===== src/sv/owrs_pkg.sv =====
// shared types and constants for the 1-wire rom search engine
// no dependencies

package owrs_pkg;

  localparam int unsigned ROM_BITS      = 64;
  localparam int unsigned CRC_DATA_BITS = 56;
  localparam int unsigned POS_W         = 7;
  localparam int unsigned IDX_W         = 6;
  localparam logic [7:0]  CRC_POLY_REFL = 8'h8C;

  typedef logic [POS_W-1:0]    pos_t;
  typedef logic [ROM_BITS-1:0] rom_t;

  typedef enum logic [1:0] {
    REQ_RESET  = 2'd0,
    REQ_BEGIN  = 2'd1,
    REQ_PAIR   = 2'd2,
    REQ_FAULT  = 2'd3
  } req_t;

  typedef enum logic [2:0] {
    ST_ACCEPTED   = 3'd0,
    ST_DIRECTION  = 3'd1,
    ST_FOUND      = 3'd2,
    ST_NOT_FOUND  = 3'd3,
    ST_CRC_ERROR  = 3'd4,
    ST_NO_PRESENCE = 3'd5,
    ST_BUS_FAULT  = 3'd6,
    ST_OUTSIDE    = 3'd7
  } status_t;

endpackage


===== src/sv/owrs_in_if.sv =====
// request channel: valid/ready handshake carrying one bus event per beat
// depends on owrs_pkg

interface owrs_in_if;
  logic             valid;
  logic             ready;
  owrs_pkg::req_t   req_type;
  logic             presence_seen;
  logic             id_bit;
  logic             complement_bit;

  modport source (output valid, req_type, presence_seen, id_bit, complement_bit,
                  input ready);
  modport sink   (input valid, req_type, presence_seen, id_bit, complement_bit,
                  output ready);
endinterface


===== src/sv/owrs_out_if.sv =====
// result channel: valid/ready handshake carrying one search result per beat
// depends on owrs_pkg

interface owrs_out_if;
  logic              valid;
  logic              ready;
  owrs_pkg::status_t status;
  logic              direction;
  owrs_pkg::rom_t    rom_id;
  logic              last_device;

  modport source (output valid, status, direction, rom_id, last_device,
                  input ready);
  modport sink   (input valid, status, direction, rom_id, last_device,
                  output ready);
endinterface


===== src/sv/one_wire_rom_search_engine.sv =====
// 1-wire search rom engine: one bus event in, one result out per beat
// depends on owrs_pkg, owrs_in_if, owrs_out_if
//
// Takes one event per clock cycle and answers it in the next cycle from a single
// result register; a new event is accepted in every cycle while the result
// register is empty or being taken in the same cycle, so throughput is one
// event per cycle while the receiver keeps up. For each bit pair the engine
// returns the direction bit to write: the id bit where all devices agree, else
// the saved path below the last discrepancy, 1 at it and 0 above it; it runs
// a reflected crc-8 over the first 56 bits that is checked against the last
// byte at position 64. A good pass reports the rom code and a last-device flag;
// every failure but a pair outside a pass clears the search state.

module one_wire_rom_search_engine (
  input  logic        clk,
  input  logic        rst_n,
  owrs_in_if.sink     in_ch,
  owrs_out_if.source  out_ch
);
  import owrs_pkg::*;

  rom_t       saved_rom_r, saved_rom_nxt;
  pos_t       last_disc_r, last_disc_nxt;
  logic       last_dev_r, last_dev_nxt;
  rom_t       pass_rom_r, pass_rom_nxt;
  pos_t       pass_last_zero_r, pass_last_zero_nxt;
  pos_t       bit_pos_r, bit_pos_nxt;
  logic       pass_active_r, pass_active_nxt;
  logic [7:0] crc_r, crc_nxt;

  logic       out_valid_r;
  status_t    status_r, status_nxt;
  logic       dir_r, dir_nxt;
  rom_t       rom_id_r, rom_id_nxt;
  logic       last_out_r, last_out_nxt;

  logic       accept;
  pos_t       pos;
  logic [IDX_W-1:0] idx;
  logic       dir;

  assign in_ch.ready = !out_valid_r || out_ch.ready;
  assign accept      = in_ch.valid && in_ch.ready;

  always_comb begin
    saved_rom_nxt      = saved_rom_r;
    last_disc_nxt      = last_disc_r;
    last_dev_nxt       = last_dev_r;
    pass_rom_nxt       = pass_rom_r;
    pass_last_zero_nxt = pass_last_zero_r;
    bit_pos_nxt        = bit_pos_r;
    pass_active_nxt    = pass_active_r;
    crc_nxt            = crc_r;
    status_nxt         = ST_ACCEPTED;
    dir_nxt            = 1'b0;
    rom_id_nxt         = '0;
    last_out_nxt       = 1'b0;

    pos = (bit_pos_r >= pos_t'(ROM_BITS)) ? pos_t'(ROM_BITS) : bit_pos_r + pos_t'(1);
    idx = IDX_W'(pos - pos_t'(1));
    dir = 1'b0;

    unique case (in_ch.req_type)
      REQ_RESET: begin
        saved_rom_nxt   = '0;
        last_disc_nxt   = '0;
        last_dev_nxt    = 1'b0;
        pass_active_nxt = 1'b0;
        status_nxt      = ST_ACCEPTED;
      end
      REQ_FAULT: begin
        saved_rom_nxt   = '0;
        last_disc_nxt   = '0;
        last_dev_nxt    = 1'b0;
        pass_active_nxt = 1'b0;
        status_nxt      = ST_BUS_FAULT;
      end
      REQ_BEGIN: begin
        if (last_dev_r || !in_ch.presence_seen) begin
          saved_rom_nxt   = '0;
          last_disc_nxt   = '0;
          last_dev_nxt    = 1'b0;
          pass_active_nxt = 1'b0;
          status_nxt      = last_dev_r ? ST_NOT_FOUND : ST_NO_PRESENCE;
        end else begin
          pass_active_nxt    = 1'b1;
          bit_pos_nxt        = '0;
          pass_rom_nxt       = '0;
          pass_last_zero_nxt = '0;
          crc_nxt            = '0;
          status_nxt         = ST_ACCEPTED;
        end
      end
      REQ_PAIR: begin
        if (!pass_active_r) begin
          status_nxt = ST_OUTSIDE;
        end else if (in_ch.id_bit && in_ch.complement_bit) begin
          saved_rom_nxt   = '0;
          last_disc_nxt   = '0;
          last_dev_nxt    = 1'b0;
          pass_active_nxt = 1'b0;
          status_nxt      = ST_NOT_FOUND;
        end else begin
          // agreeing devices: id bit; else saved rom and last discrepancy
          if (in_ch.id_bit != in_ch.complement_bit) begin
            dir = in_ch.id_bit;
          end else begin
            if (pos < last_disc_r) begin
              dir = saved_rom_r[idx];
            end else begin
              dir = (pos == last_disc_r);
            end
            if (!dir) begin
              pass_last_zero_nxt = pos;
            end
          end
          if (dir) begin
            pass_rom_nxt[idx] = 1'b1;
          end
          if (pos <= pos_t'(CRC_DATA_BITS)) begin
            crc_nxt = {1'b0, crc_r[7:1]} ^ ((crc_r[0] ^ dir) ? CRC_POLY_REFL : 8'h00);
          end
          bit_pos_nxt = pos;
          dir_nxt     = dir;
          if (pos < pos_t'(ROM_BITS)) begin
            status_nxt = ST_DIRECTION;
          end else begin
            pass_active_nxt = 1'b0;
            if (pass_rom_nxt[ROM_BITS-1:CRC_DATA_BITS] != crc_r) begin
              saved_rom_nxt = '0;
              last_disc_nxt = '0;
              last_dev_nxt  = 1'b0;
              status_nxt    = ST_CRC_ERROR;
            end else begin
              saved_rom_nxt = pass_rom_nxt;
              last_disc_nxt = pass_last_zero_nxt;
              last_dev_nxt  = (pass_last_zero_nxt == '0);
              status_nxt    = ST_FOUND;
              rom_id_nxt    = pass_rom_nxt;
              last_out_nxt  = (pass_last_zero_nxt == '0);
            end
          end
        end
      end
      default: begin
        status_nxt = ST_OUTSIDE;
      end
    endcase
  end

  always_ff @(posedge clk) begin
    if (!rst_n) begin
      saved_rom_r      <= '0;
      last_disc_r      <= '0;
      last_dev_r       <= 1'b0;
      pass_rom_r       <= '0;
      pass_last_zero_r <= '0;
      bit_pos_r        <= '0;
      pass_active_r    <= 1'b0;
      crc_r            <= '0;
      out_valid_r      <= 1'b0;
    end else begin
      if (accept) begin
        saved_rom_r      <= saved_rom_nxt;
        last_disc_r      <= last_disc_nxt;
        last_dev_r       <= last_dev_nxt;
        pass_rom_r       <= pass_rom_nxt;
        pass_last_zero_r <= pass_last_zero_nxt;
        bit_pos_r        <= bit_pos_nxt;
        pass_active_r    <= pass_active_nxt;
        crc_r            <= crc_nxt;
        out_valid_r      <= 1'b1;
      end else if (out_ch.ready) begin
        out_valid_r      <= 1'b0;
      end
    end
  end

  // result payload, loaded with each accepted beat
  always_ff @(posedge clk) begin
    if (accept) begin
      status_r   <= status_nxt;
      dir_r      <= dir_nxt;
      rom_id_r   <= rom_id_nxt;
      last_out_r <= last_out_nxt;
    end
  end

  assign out_ch.valid       = out_valid_r;
  assign out_ch.status      = status_r;
  assign out_ch.direction   = dir_r;
  assign out_ch.rom_id      = rom_id_r;
  assign out_ch.last_device = last_out_r;

endmodule


===== src/flat_wrapper.sv =====
// flat-port wrapper written by rule: the top's interface ports become plain ports
module one_wire_rom_search_engine_flat import owrs_pkg::*;
  (clk, rst_n, in_ch_valid, in_ch_req_type, in_ch_presence_seen, in_ch_id_bit, in_ch_complement_bit, in_ch_ready, out_ch_valid, out_ch_status, out_ch_direction, out_ch_rom_id, out_ch_last_device, out_ch_ready);
  owrs_in_if in_ch_i ();
  owrs_out_if out_ch_i ();
  input  logic clk;
  input  logic rst_n;
  input wire logic [$bits(in_ch_i.valid)-1:0] in_ch_valid;
  input wire logic [$bits(in_ch_i.req_type)-1:0] in_ch_req_type;
  input wire logic [$bits(in_ch_i.presence_seen)-1:0] in_ch_presence_seen;
  input wire logic [$bits(in_ch_i.id_bit)-1:0] in_ch_id_bit;
  input wire logic [$bits(in_ch_i.complement_bit)-1:0] in_ch_complement_bit;
  output wire logic [$bits(in_ch_i.ready)-1:0] in_ch_ready;
  output wire logic [$bits(out_ch_i.valid)-1:0] out_ch_valid;
  output wire logic [$bits(out_ch_i.status)-1:0] out_ch_status;
  output wire logic [$bits(out_ch_i.direction)-1:0] out_ch_direction;
  output wire logic [$bits(out_ch_i.rom_id)-1:0] out_ch_rom_id;
  output wire logic [$bits(out_ch_i.last_device)-1:0] out_ch_last_device;
  input wire logic [$bits(out_ch_i.ready)-1:0] out_ch_ready;
  assign in_ch_i.valid = in_ch_valid;
  assign in_ch_i.req_type = in_ch_req_type;
  assign in_ch_i.presence_seen = in_ch_presence_seen;
  assign in_ch_i.id_bit = in_ch_id_bit;
  assign in_ch_i.complement_bit = in_ch_complement_bit;
  assign in_ch_ready = in_ch_i.ready;
  assign out_ch_valid = out_ch_i.valid;
  assign out_ch_status = out_ch_i.status;
  assign out_ch_direction = out_ch_i.direction;
  assign out_ch_rom_id = out_ch_i.rom_id;
  assign out_ch_last_device = out_ch_i.last_device;
  assign out_ch_i.ready = out_ch_ready;
  one_wire_rom_search_engine u_core (.clk(clk), .rst_n(rst_n), .in_ch(in_ch_i), .out_ch(out_ch_i));
endmodule

===== config.mk =====
export PLATFORM = sky130hd
export DESIGN_NAME = one_wire_rom_search_engine_flat
export DESIGN_NICKNAME = d
export VERILOG_FILES = /design/src/sv/owrs_pkg.sv /design/src/sv/owrs_in_if.sv /design/src/sv/owrs_out_if.sv /design/src/sv/one_wire_rom_search_engine.sv /design/src/flat_wrapper.sv
export SDC_FILE = /design/constraint.sdc
export NUM_CORES = 1
export LEC_CHECK = 0
export BUFFER_PORTS_ARGS = -buffer_cell sky130_fd_sc_hd__buf_2
export CAP_MARGIN = 20
export CORE_MARGIN = 3
export CORE_UTILIZATION = 35
export DETAILED_ROUTE_END_ITERATION = 6
export HOLD_SLACK_MARGIN = 0.05
export PLACE_DENSITY = 0.63
export SETUP_SLACK_MARGIN = 0.05
export SLEW_MARGIN = 20
export SYNTH_ARGS = -nofsm -noshare
export SYNTH_HDL_FRONTEND = slang
export SYNTH_SLANG_ARGS = --single-unit

===== constraint.sdc =====
create_clock -name clk -period 6.3 [get_ports clk]
set_input_delay 0.315 -clock clk [delete_from_list [all_inputs] [get_ports clk]]
set_output_delay 0.315 -clock clk [all_outputs]
set_load 0.02 [all_outputs]

# After elaboration in Yosys (flattened, before gate mapping)
# Cells that the tools add are included.
# W data, S select, Z words.
[word_totals]
reg_bits = 229
elab_cells = 127
[op_classes]
n_addsub = 2
magnitude_cmp = 6
eq_ne = 12
n_mux = 72
n_bitwise = 5
reduce_logical = 17
[op_table]
columns = ["operator", "count"]
rows = [
  ["$mux W64", 12],
  ["$pmux W64 S3", 1],
  ["$pmux W64 S2", 1],
  ["$mux W7", 16],
  ["$or A64 B64 Y64", 1],
  ["$mux W8", 5],
  ["$pmux W7 S2", 2],
  ["$mux W1", 22],
  ["$pmux W7 S3", 1],
  ["$mux W3", 6],
  ["$pmux W8 S2", 1],
  ["$pmux W3 S4", 1],
  ["$ne A8 B8 Y1", 1],
  ["$xor A7 B8 Y8", 1],
  ["$add A7 B1 Y7 const B", 1],
  ["$eq A7 B7 Y1", 1],
  ["$ge A7 B7 Y1 const B", 1],
  ["$le A7 B6 Y1 const B", 1],
  ["$logic_not A7 Y1", 1],
  ["$lt A6 B7 Y1 const B", 1],
  ["$lt A7 B7 Y1", 1],
  ["$lt A7 B7 Y1 const B", 1],
  ["$bmux W1 S6", 1],
  ["$demux W1 S6", 1],
  ["22 further kinds", 33],
]

# Logic depth before layout (Yosys ltp)
# Gate-level depths: netlist of run 1.
[depth]
word_depth = 24
mapped_depth = 20

# Least setup slack after synthesis of run 1
# Ideal clock, no wire load.
[synth_timing]
path_type = "register to register"
start = "reg u_core.out_valid_r (netlist: u_core.out_ch.valid)"
end = "reg u_core.pass_rom_r[13]"
setup_ns = 0.139
arrival_time_ns = 4.440
required_time_ns = 6.161
path_slack_ns = 1.721
path_stages_with_launch = 12
period_less_slack_ns = 4.579
path_cell_list = "dfxtp_1 -> nand2b_1 -> and2_1 -> clkbuf_1 -> nand4b_1 -> or2_2 -> clkbuf_1 -> and2_1 -> clkbuf_1 -> clkbuf_1 -> nand2_1 -> o21ai_0"
[synth_via]
elab_chain_cells = 4
[synth_rtl]
columns = ["element", "line_no", "source"]
rows = [
  ["start: declaration", "one_wire_rom_search_engine.sv:31", "logic out_valid_r;"],
  ["start signal: assignment", "one_wire_rom_search_engine.sv:161", "out_valid_r <= 1'b0;"],
  ["start signal: assignment", "one_wire_rom_search_engine.sv:172", "out_valid_r <= 1'b1;"],
  ["start signal: assignment", "one_wire_rom_search_engine.sv:174", "out_valid_r <= 1'b0;"],
  ["$logic_not A1 Y1", "one_wire_rom_search_engine.sv:42", "assign in_ch.ready = !out_valid_r || out_ch.ready;"],
  ["$logic_or A1 B1 Y1", "one_wire_rom_search_engine.sv:42", ""],
  ["via in_ch_ready", "flat_wrapper.sv:13", "output wire logic [$bits(in_ch_i.ready)-1:0] in_ch_ready;"],
  ["$logic_and A1 B1 Y1", "one_wire_rom_search_engine.sv:43", "assign accept = in_ch.valid && in_ch.ready;"],
  ["via u_core.accept", "one_wire_rom_search_engine.sv:37", "logic accept;"],
  ["$reduce_and A5 Y1 (no line)", "-", ""],
  ["end signal: assignment", "one_wire_rom_search_engine.sv:167", "pass_rom_r <= pass_rom_nxt;"],
  ["end: declaration", "one_wire_rom_search_engine.sv:25", "rom_t pass_rom_r, pass_rom_nxt;"],
]
# The timed path passes the listed nets, and every way through them passes these cells.
# A chain may end at the register's enable or synchronous reset.

# Final worst setup path of run 1
[layout_timing]
start = "reg u_core.bit_pos_r[0]"
end = "reg u_core.saved_rom_r[3]"
[layout_via]
elab_chain_cells = 24
[layout_rtl]
columns = ["element", "line_no", "source"]
rows = [
  ["start: declaration", "one_wire_rom_search_engine.sv:27", "pos_t bit_pos_r, bit_pos_nxt;"],
  ["start signal: assignment", "one_wire_rom_search_engine.sv:169", "bit_pos_r <= bit_pos_nxt;"],
  ["$add A7 B1 Y7 or $ge A7 B7 Y1 (tied branches)", "one_wire_rom_search_engine.sv:59", "pos = (bit_pos_r >= pos_t'(ROM_BITS)) ? pos_t'(ROM_BITS) : bit_pos_r + pos_t'(1);"],
  ["$mux W7 (*)", "one_wire_rom_search_engine.sv:59", ""],
  ["$sub A6 B1 Y6", "one_wire_rom_search_engine.sv:60", "idx = IDX_W'(pos - pos_t'(1));"],
  ["$bmux W1 S6", "one_wire_rom_search_engine.sv:109", "dir = saved_rom_r[idx];"],
  ["$mux W1 (not written as such)", "one_wire_rom_search_engine.sv:109", ""],
  ["$mux W1", "one_wire_rom_search_engine.sv:108", "if (pos < last_disc_r) begin"],
  ["$mux W1", "one_wire_rom_search_engine.sv:105", "if (in_ch.id_bit != in_ch.complement_bit) begin"],
  ["$mux W1", "one_wire_rom_search_engine.sv:97", "end else if (in_ch.id_bit && in_ch.complement_bit) begin"],
  ["[8 not listed]", "-", ""],
  ["$mux W64", "one_wire_rom_search_engine.sv:95", "if (!pass_active_r) begin"],
  ["$mux W64", "one_wire_rom_search_engine.sv:63", "unique case (in_ch.req_type)"],
  ["$ne A8 B8 Y1", "one_wire_rom_search_engine.sv:129", "if (pass_rom_nxt[ROM_BITS-1:CRC_DATA_BITS] != crc_r) begin"],
  ["$mux W64", "one_wire_rom_search_engine.sv:129", ""],
  ["$mux W64", "one_wire_rom_search_engine.sv:125", "if (pos < pos_t'(ROM_BITS)) begin"],
  ["$mux W64", "one_wire_rom_search_engine.sv:97", ""],
  ["$mux W64", "one_wire_rom_search_engine.sv:95", ""],
  ["$pmux W64 S3", "one_wire_rom_search_engine.sv:63", ""],
  ["end signal: assignment", "one_wire_rom_search_engine.sv:164", "saved_rom_r <= saved_rom_nxt;"],
  ["end: declaration", "one_wire_rom_search_engine.sv:22", "rom_t saved_rom_r, saved_rom_nxt;"],
]
# Mark *: on every way between the ends. The rest lies on a longest branch, timed or not. The select of a mux whose other input is x is not followed.

==> impl_metrics.ini, run 1 <==
[outcome]
status = completed

[routing]
vias = 8834
ant_nets = 0
drt_iter0_markers = 991
via_per_inst = 5.54
wl_per_cell_um = 20.2
finalWirelength_um = 32200
route.detailed.drc = 0
detailedRoute.firstPassIterationCount = 5

[grt]
antenna_found_initial = 0
grt_usage = 0.198
grt_pass1_wl_um = 49000
first_global_vias = 8245
grt_overflow = 0
grt_max_degree = 75

[clock_tree]
post_cts_resized = 0
root_buffer = clkbuf_16
hold_buffers = 1
numClockSinks = 229
clockBufferDepth = 3
insertion_delay_ns = 0.54
cts_tree = yes
cts_setup_buffers = 0
cts_buffers = 25
htree_levels = 1
clkTransAtPathRegs_ns = 0.07

[timing]
finalCriticalPeriod_ns = 5.82
final_hold_viol_count = 0
final.period_utilization = 0.923
maxSlewViolCount = 0
fin_skew_ns = 0.0200
worst_pin_slew_ns = 1.09
tns_ns = 0
postLayoutSetupSlackWorst_ns = 0.482
max_freq_mhz = 172
relSlewSlack = 0.265
setup_violations = 0
rsz0062_at_grt = false

[synth]
syn-cell-area_mm2 = 0.0104
netlist_instances = 1138
async_reset_ff_frac = 0
synth_top_flop_cell = dfxtp_1
synth_enable_flop_cells = 69
yosys_warnings = 0
synth_fp_nets = 1161
synth_top_area_cell = dfxtp_1
ys_ff_latch = 229
ys_seq_area_frac = 0.507
yosys-top-cells-area = dfxtp_1 31%, edfxtp_1 20%, nand2_1 5.8%
synth.most_common_cell = nand2_1
netlist_top_cells_count = 162 x nand2_1, 160 x dfxtp_1, 129 x nor2_1
synth_top_cell_area_share = 0.308
syn_avg_cell_area_um2 = 9.14
synth.distinct_cells = 76

[floorplan]
rows = 62
ioPinCount = 80
die_x_um = 178
core_area_mm2 = 0.0290
start_util = 0.359
die-area_mm2 = 0.0318
die_y_um = 178

[setup_path]
worst_setup_path_start_kind = register
endpoint_kind = register
cp.arrival_ns = 6.22
critPathRequiredTime_ns = 6.70
crit_type = reg2reg
critical_path.startpoint = u_core.bit_pos_r[0]
path_max_fanout = 64
r2r-start = u_core.bit_pos_r[0]

[min_path]
hold_path.startpoint = out_ch_ready
hp-class = in2reg

[finish]
area.growth.synth_to_final_pct = 15.2
nets = 1214
regArea_mm2 = 0.00528
diodes = 0
drive_gt1_frac = 0.137
design_area_mm2 = 0.0120
fillers = 2915
multi_input_area_mm2 = 0.00466

[job]
cap_violations = 0

[place]
dpl.hpwl_um = 22600
port_buffers = 79
dp_slack_ns = 0.591
gp_congestion = 1.02
placed_area_mm2 = 0.0111

[power]
max-vdd-ir-drop_v = 0.000226
leakage_nw = 4.15
powerDensity_mw_per_mm2 = 279
==> layout by cell type, fill, tap and decap left out, types with 8 or more instances in the layout <==
cell type / instances
nand2_1: 162
dfxtp_1: 160
nor2_1: 129
a21oi_1: 80
o21ai_1: 80
buf_2: 79
edfxtp_1: 69
nor2b_1: 57
o21ai_0: 42
inv_1: 28
a22oi_1: 26
mux2i_1: 25
clkbuf_16: 25
buf_4: 22
a32oi_1: 19
nand3_1: 16
nand4_1: 14
ha_1: 14
nor3_1: 13
a21boi_0: 12
o22ai_1: 9
nand2b_1: 8
==> cell families after synthesis <==
| group | share of synthesized area |
|---|---|
| buf+inv | 0.0487 |
| simple gates | 0.193 |
| fa+ha+maj | 0.0168 |
| flops | 0.507 |
| xor+xnor | 0.0113 |
| mux | 0.0319 |
| compound gates | 0.191 |
==> layer usage <==
metal | GRT usage | vias up | share of wire
met5 | 0 | - | 0
met4 | 0.0792 | 0 | 0.039
met3 | 0.0315 | 79 | 0.086
met2 | 0.309 | 414 | 0.45
met1 | 0.274 | 4196 | 0.43
li1 | - | 4145 | -
==> final cells by class <==
cell class / instances / share of cell area
inverters: 28 / 0.00877
multi-input cells: 805 / 0.389
clock inverters: 15 / 0.0192
clock buffers: 31 / 0.0549
flip-flops and latches: 229 / 0.440
repair buffers: 102 / 0.0476
well taps: 384 / 0.0401
==> state kept, by name (all words and copies together), names as in the netlist <==
signal / count
u_core.out_ch.rom_id: 64
u_core.pass_rom_r: 64
u_core.saved_rom_r: 64
u_core.crc_r: 8
u_core.bit_pos_r: 7
u_core.last_disc_r: 7
u_core.pass_last_zero_r: 7
u_core.out_ch.status: 3
u_core.last_dev_r: 1
u_core.out_ch.direction: 1
u_core.out_ch.last_device: 1
u_core.out_ch.valid: 1
u_core.pass_active_r: 1
==> power breakdown <==
part,leakage (nW),internal [W],total [W],switching (W)
Clock,0.433,0.000958,0.00158,0.000623
Combinational,1.75,0.0000581,0.000214,0.000155
Sequential,1.97,0.00154,0.00155,0.00000645
Total,4.15,0.00256,0.00334,0.000785
==> through the flow <==
stage	util	hold WS, ns	total power (W)	instances
after floorplan	-	0.425	0.00172	1138
after global placement	0.382	0.435	0.00179	1547
after detailed placement	0.382	0.443	0.00179	1547
after CTS	0.413	0.114	0.00336	1594
after global routing	0.413	0.139	0.00344	1594
final	0.413	0.118	0.00334	1594
==> path summary, 6_finish.rpt <==
kind	endpoint	slack [ns]	cells after the start
worst min register to register	u_core.saved_rom_r[29]	0.45	2
worst max-delay path	u_core.saved_rom_r[3]	0.48	16
worst max register to register	u_core.saved_rom_r[3]	0.48	16
worst min-delay path	u_core.out_ch.valid	0.12	3
==> critical path: stages (launching register included) <==
cell	delay [ns]
dfxtp_1	0.53
inv_1	0.16
ha_1	0.38
nor2b_1	0.36
inv_1	0.09
ha_1	0.41
or3b_1	0.42
mux2i_1	0.32
o21ai_1	0.40
o221ai_1	0.30
nor4b_1	0.10
o311a_1	0.42
nor3_4	0.38
nor2_1	0.18
o2111ai_4	0.36
buf_4	0.66
o21ai_1	0.17
Note: power is estimated with default switching activity, not from simulation.
==> run 2: changes to the inputs <==
--- a/config.mk
+++ b/config.mk
@@ -14,2 +14,3 @@
 export PLACE_DENSITY = 0.63
+export REMOVE_ABC_BUFFERS = 1
 export SETUP_SLACK_MARGIN = 0.05
==> constraint.sdc (replaced) <==
create_clock -name clk -period 6.3 [get_ports clk]
set_input_delay 1.89 -clock clk [delete_from_list [all_inputs] [get_ports clk]]
set_output_delay 1.89 -clock clk [all_outputs]
set_load 0.02 [all_outputs]
==> run 2 against run 1 <==
  * Core utilization fell by 0.31 points
  * Worst setup slack better by 0.21 ns
  * First-iteration DRC count shrank 32%
  * Clock skew fell by 0.010 ns
  * Critical path type unchanged
  * Critical endpoint is now u_core.saved_rom_r[35]
  * Highest routed layer unchanged
==> impl_metrics.ini, run 2 (same netlist as run 1, synthesis figures left out) <==
[floorplan]
ioPinCount = 80
rows = 62
core_area_mm2 = 0.0290
die-area_mm2 = 0.0318
die_y_um = 178
die_x_um = 178
start_util = 0.359

[clock_tree]
clkTransAtPathRegs_ns = 0.06
clockBufferDepth = 3
hold_buffers = 0
numClockSinks = 229
cts_buffers = 24
insertion_delay_ns = 0.52
cts_setup_buffers = 0
root_buffer = clkbuf_16
post_cts_resized = 0
htree_levels = 1
cts_tree = yes

[setup_path]
cp.arrival_ns = 5.98
worst_setup_path_start_kind = register
crit_type = reg2reg
critPathRequiredTime_ns = 6.68
path_max_fanout = 52
path_cells = inv_1 -> ha_1 -> nor2b_1 -> inv_1 -> ha_1 -> xnor3_1 -> nand3_1 -> o22ai_1 -> a311oi_1 -> a311oi_1 -> a311oi_2 -> nor3_4 -> nor2_1 -> o2111ai_4 -> buf_4 -> o21ai_1
crit_buf_inv = 3
critPathMaxStageDelay_ns = 0.67
r2r_slack_ns = 0.70
critical_path.top_delay_family = compound AO/OA/AOI/OAI gates
critPathSlowestCell = xnor3_1
endpoint_kind = register

[finish]
fillers = 2923
drive_gt1_frac = 0.136
final_common_cell = nand2_1
final_cell_mix = 162 x nand2_1, 160 x dfxtp_1, 129 x nor2_1, 80 x a21oi_1, 80 x o21ai_1
fin_cells = 1593
area.growth.synth_to_final_pct = 14.3
nets = 1214
diodes = 0
final_util = 0.410
design_area_mm2 = 0.0119

[timing]
fin_skew_ns = 0.00958
maxSlewViolCount = 0
tns_ns = 0
finalCriticalPeriod_ns = 5.60
relSlewSlack = 0.287
final.period_utilization = 0.890
worst_pin_slew_ns = 1.06
max_freq_mhz = 178
final_hold_viol_count = 0
setup_violations = 0
rsz0062_at_grt = false

[routing]
drt_iter0_markers = 670
wl_per_cell_um = 18.5
detailedRoute.firstPassIterationCount = 7
ant_nets = 0
finalWirelength_um = 29500
via_per_inst = 5.35
route.detailed.drc = 0
vias = 8528

[grt]
antenna_found_initial = 0
grt_usage = 0.183
grt_overflow = 0
grt_pass1_wl_um = 46300
grt_max_degree = 74
first_global_vias = 8125

[place]
dpl.hpwl_um = 20600
port_buffers = 79
place_inst = 1549
placed_area_mm2 = 0.0111
gp_congestion = 0.938

[power]
max-vdd-ir-drop_v = 0.000155
p_clk_frac = 0.448
total_power_w = 0.00319
leakage_nw = 4.13
seq_power_share = 0.486
power_frac_comb = 0.066
swShare = 0.232
p_sw_w = 0.000738
powerDensity_mw_per_mm2 = 268
internal_power_w = 0.00245

[job]
cap_violations = 0

[min_path]
hp-class = reg2reg

[outcome]
status = completed
[run 2: path summary, 6_finish.rpt]
path                                            from                     end  depth (start not counted)
worst max register to register   u_core.bit_pos_r[0]  u_core.saved_rom_r[35]                         16
worst max-delay path             u_core.bit_pos_r[0]  u_core.saved_rom_r[35]                         16
worst min register to register  u_core.pass_rom_r[7]    u_core.pass_rom_r[7]                          2
worst min-delay path            u_core.pass_rom_r[7]    u_core.pass_rom_r[7]                          2
[run 2: area by class of cell]
cell class	instances	area [µm²]	share of cell area
clock buffers	38	778	0.0654
clock inverters	6	31.3	0.00263
well taps	384	480	0.0404
repair buffers	103	576	0.0484
multi-input cells	805	4650	0.391
inverters	28	105	0.00884
flip-flops and latches	229	5280	0.444
[run 2: metal layers]
layer | global-route usage | vias up | wire length, µm
met5 | 0 | - | 0
met4 | 0.0568 | 0 | 823
met3 | 0.0238 | 61 | 1830
met2 | 0.293 | 280 | 13500
met1 | 0.259 | 4047 | 13300
li1 | - | 4140 | -
[run 2: tightest hold or removal path: stages (launching register included)]
cell,delay (ns)
dfxtp_1,0.31
nand2_1,0.05
o21ai_1,0.05
[run 2: through the flow]
stage | setup WS (ns) | hold WS [ns]
floorplan | -0.594 | 0.425
global placement | 0.932 | 0.434
detailed placement | 0.839 | 0.442
CTS | 0.813 | 0.450
global route | 0.327 | 0.469
finish | 0.695 | 0.448
[run 2: power by group through the flow]
stage                     combinational (W)  sequential, W  clock [W]
final                              0.000211        0.00155    0.00143
after global placement             0.000210        0.00158          0
after detailed placement           0.000212        0.00158          0
after floorplan                   0.0000982        0.00161          0
after global routing               0.000228        0.00155    0.00151
after CTS                          0.000213        0.00155    0.00146
==> run 3: changes to the inputs <==
- PLACE_DENSITY: 0.63 -> 0.65
- clock period: 6.3 -> 4.7 ns (I/O delays scaled with it)
==> run 3 against run 2 <==
  * Clock power grew 38%
  * Die area is the same
  * Total power grew 37%
  * Sequential share of layout area shrank 1.1 points
  * Core utilization grew 1.1 points
  * Worst hold slack is essentially flat
  * Critical path depth grew 3
  * Flip-flop and latch count is the same
==> impl_metrics.ini, run 3 (same netlist as run 1, synthesis figures left out) <==
[timing]
final_hold_viol_count = 0
rsz0062_at_grt = false
postLayoutSetupSlackWorst_ns = 0.241
final.period_utilization = 0.949
finalCriticalPeriod_ns = 4.46
fin_skew_ns = 0.0147
setup_violations = 0
holdWs_ns = 0.448
maxSlewViolCount = 0
worst_pin_slew_ns = 0.932
max_freq_mhz = 224
relSlewSlack = 0.379

[power]
p_clk_frac = 0.456
powerDensity_mw_per_mm2 = 356
max-vdd-ir-drop_v = 0.000235
swShare = 0.231
power_frac_comb = 0.068
seq_power_share = 0.477
internal_power_w = 0.00335
p_sw_w = 0.00100
leakage_nw = 4.28

[setup_path]
endpoint_kind = register
crit_type = reg2reg
worst_setup_path_start_kind = register
cp.arrival_ns = 4.85
critPathRequiredTime_ns = 5.09
path_max_fanout = 18

[clock_tree]
cts_tree = yes
clkTransAtPathRegs_ns = 0.06
insertion_delay_ns = 0.53
htree_levels = 1
numClockSinks = 229
cts_buffers = 25
hold_buffers = 0
root_buffer = clkbuf_16
clockBufferDepth = 3

[routing]
wl_per_cell_um = 18.8
route.detailed.drc = 0
ant_nets = 0
via_per_inst = 5.40
vias = 8752
drt_iter0_markers = 884
detailedRoute.firstPassIterationCount = 5
finalWirelength_um = 30500

[finish]
area.growth.synth_to_final_pct = 17.3
diodes = 0
fillers = 2953
final_common_cell = nand2_1
multi_input_area_mm2 = 0.00469
regArea_mm2 = 0.00528
drive_gt1_frac = 0.160
final_cell_mix = 161 x nand2_1, 159 x dfxtp_1, 129 x nor2_1, 80 x a21oi_1
nets = 1242

[grt]
grt_overflow = 0
grt_max_degree = 74
grt_pass1_wl_um = 46600
grt_usage = 0.185
antenna_found_initial = 0
first_global_vias = 8133

[outcome]
status = completed

[floorplan]
die_y_um = 178
ioPinCount = 80
start_util = 0.359
core_area_mm2 = 0.0290
die_x_um = 178
die-area_mm2 = 0.0318
rows = 62

[job]
cap_violations = 0

[place]
dp_slack_ns = 0.102
port_buffers = 79
gp_congestion = 0.942
dpl.hpwl_um = 21100

[min_path]
hp-class = reg2reg
## run 3: area by class of cell
type	count	share of cell area
sequential	229	0.432
multi-input combinational	805	0.384
inverter	28	0.00861
timing repair buffer	130	0.0676
clock inverter	12	0.0114
tap	384	0.0394
clock buffer	34	0.0566
## run 3: path summary, 6_finish.rpt
path | cells past startpoint | slack, ns | endpoint | startpoint
max | 19 | 0.24 | u_core.out_ch.rom_id[2] | u_core.bit_pos_r[0]
min | 2 | 0.45 | u_core.saved_rom_r[62] | u_core.saved_rom_r[62]
max reg2reg | 19 | 0.24 | u_core.out_ch.rom_id[2] | u_core.bit_pos_r[0]
min reg2reg | 2 | 0.45 | u_core.saved_rom_r[62] | u_core.saved_rom_r[62]
## run 3: layer usage
layer  track usage  wire [µm]
met3        0.0315       2140
met5             0          0
met2         0.292      13600
met4        0.0519        902
met1         0.263      13800
## run 3: repair_timing
item | CTS | global route
setup buffers | 0 | 3
setup endpoints to repair | 0 | 197
gates resized for setup | 0 | 14
## run 3: critical path, cell delays in order (launching register included)
cell and delay [ns]:
dfxtp_1 0.33, inv_1 0.08, ha_1 0.37, nor2b_2 0.19, inv_1 0.05, ha_1 0.29, buf_4 0.24, mux2i_1 0.35
mux2_2 0.22, a32o_1 0.19, a2111oi_0 0.08, a311oi_1 0.34, a311oi_2 0.06, buf_4 0.20, or3_4 0.42, a31oi_4 0.19
o211ai_1 0.13, buf_4 0.19, clkbuf_4 0.24, nor2_1 0.14
## run 3: power groups by stage
stage          Combinational, W  Sequential, W  Clock, W
3_5_place_dp           0.000291        0.00212         0
3_3_place_gp           0.000289        0.00212         0
5_1_grt                0.000316        0.00208   0.00210
4_1_cts                0.000292        0.00207   0.00202
2_1_floorplan          0.000132        0.00216         0
6_report               0.000294        0.00207   0.00198
## run 3: through the flow
step	instance area (µm²)	total power [W]	cells	setup TNS (ns)	util
6_report	12200	0.00435	1622	0	0.421
3_3_place_gp	11300	0.00241	1572	0	0.389
4_1_cts	12100	0.00438	1618	0	0.418
2_1_floorplan	10000	0.00229	1062	-249.00	-
3_5_place_dp	11300	0.00241	1572	0	0.389
5_1_grt	12200	0.00449	1622	0	0.421
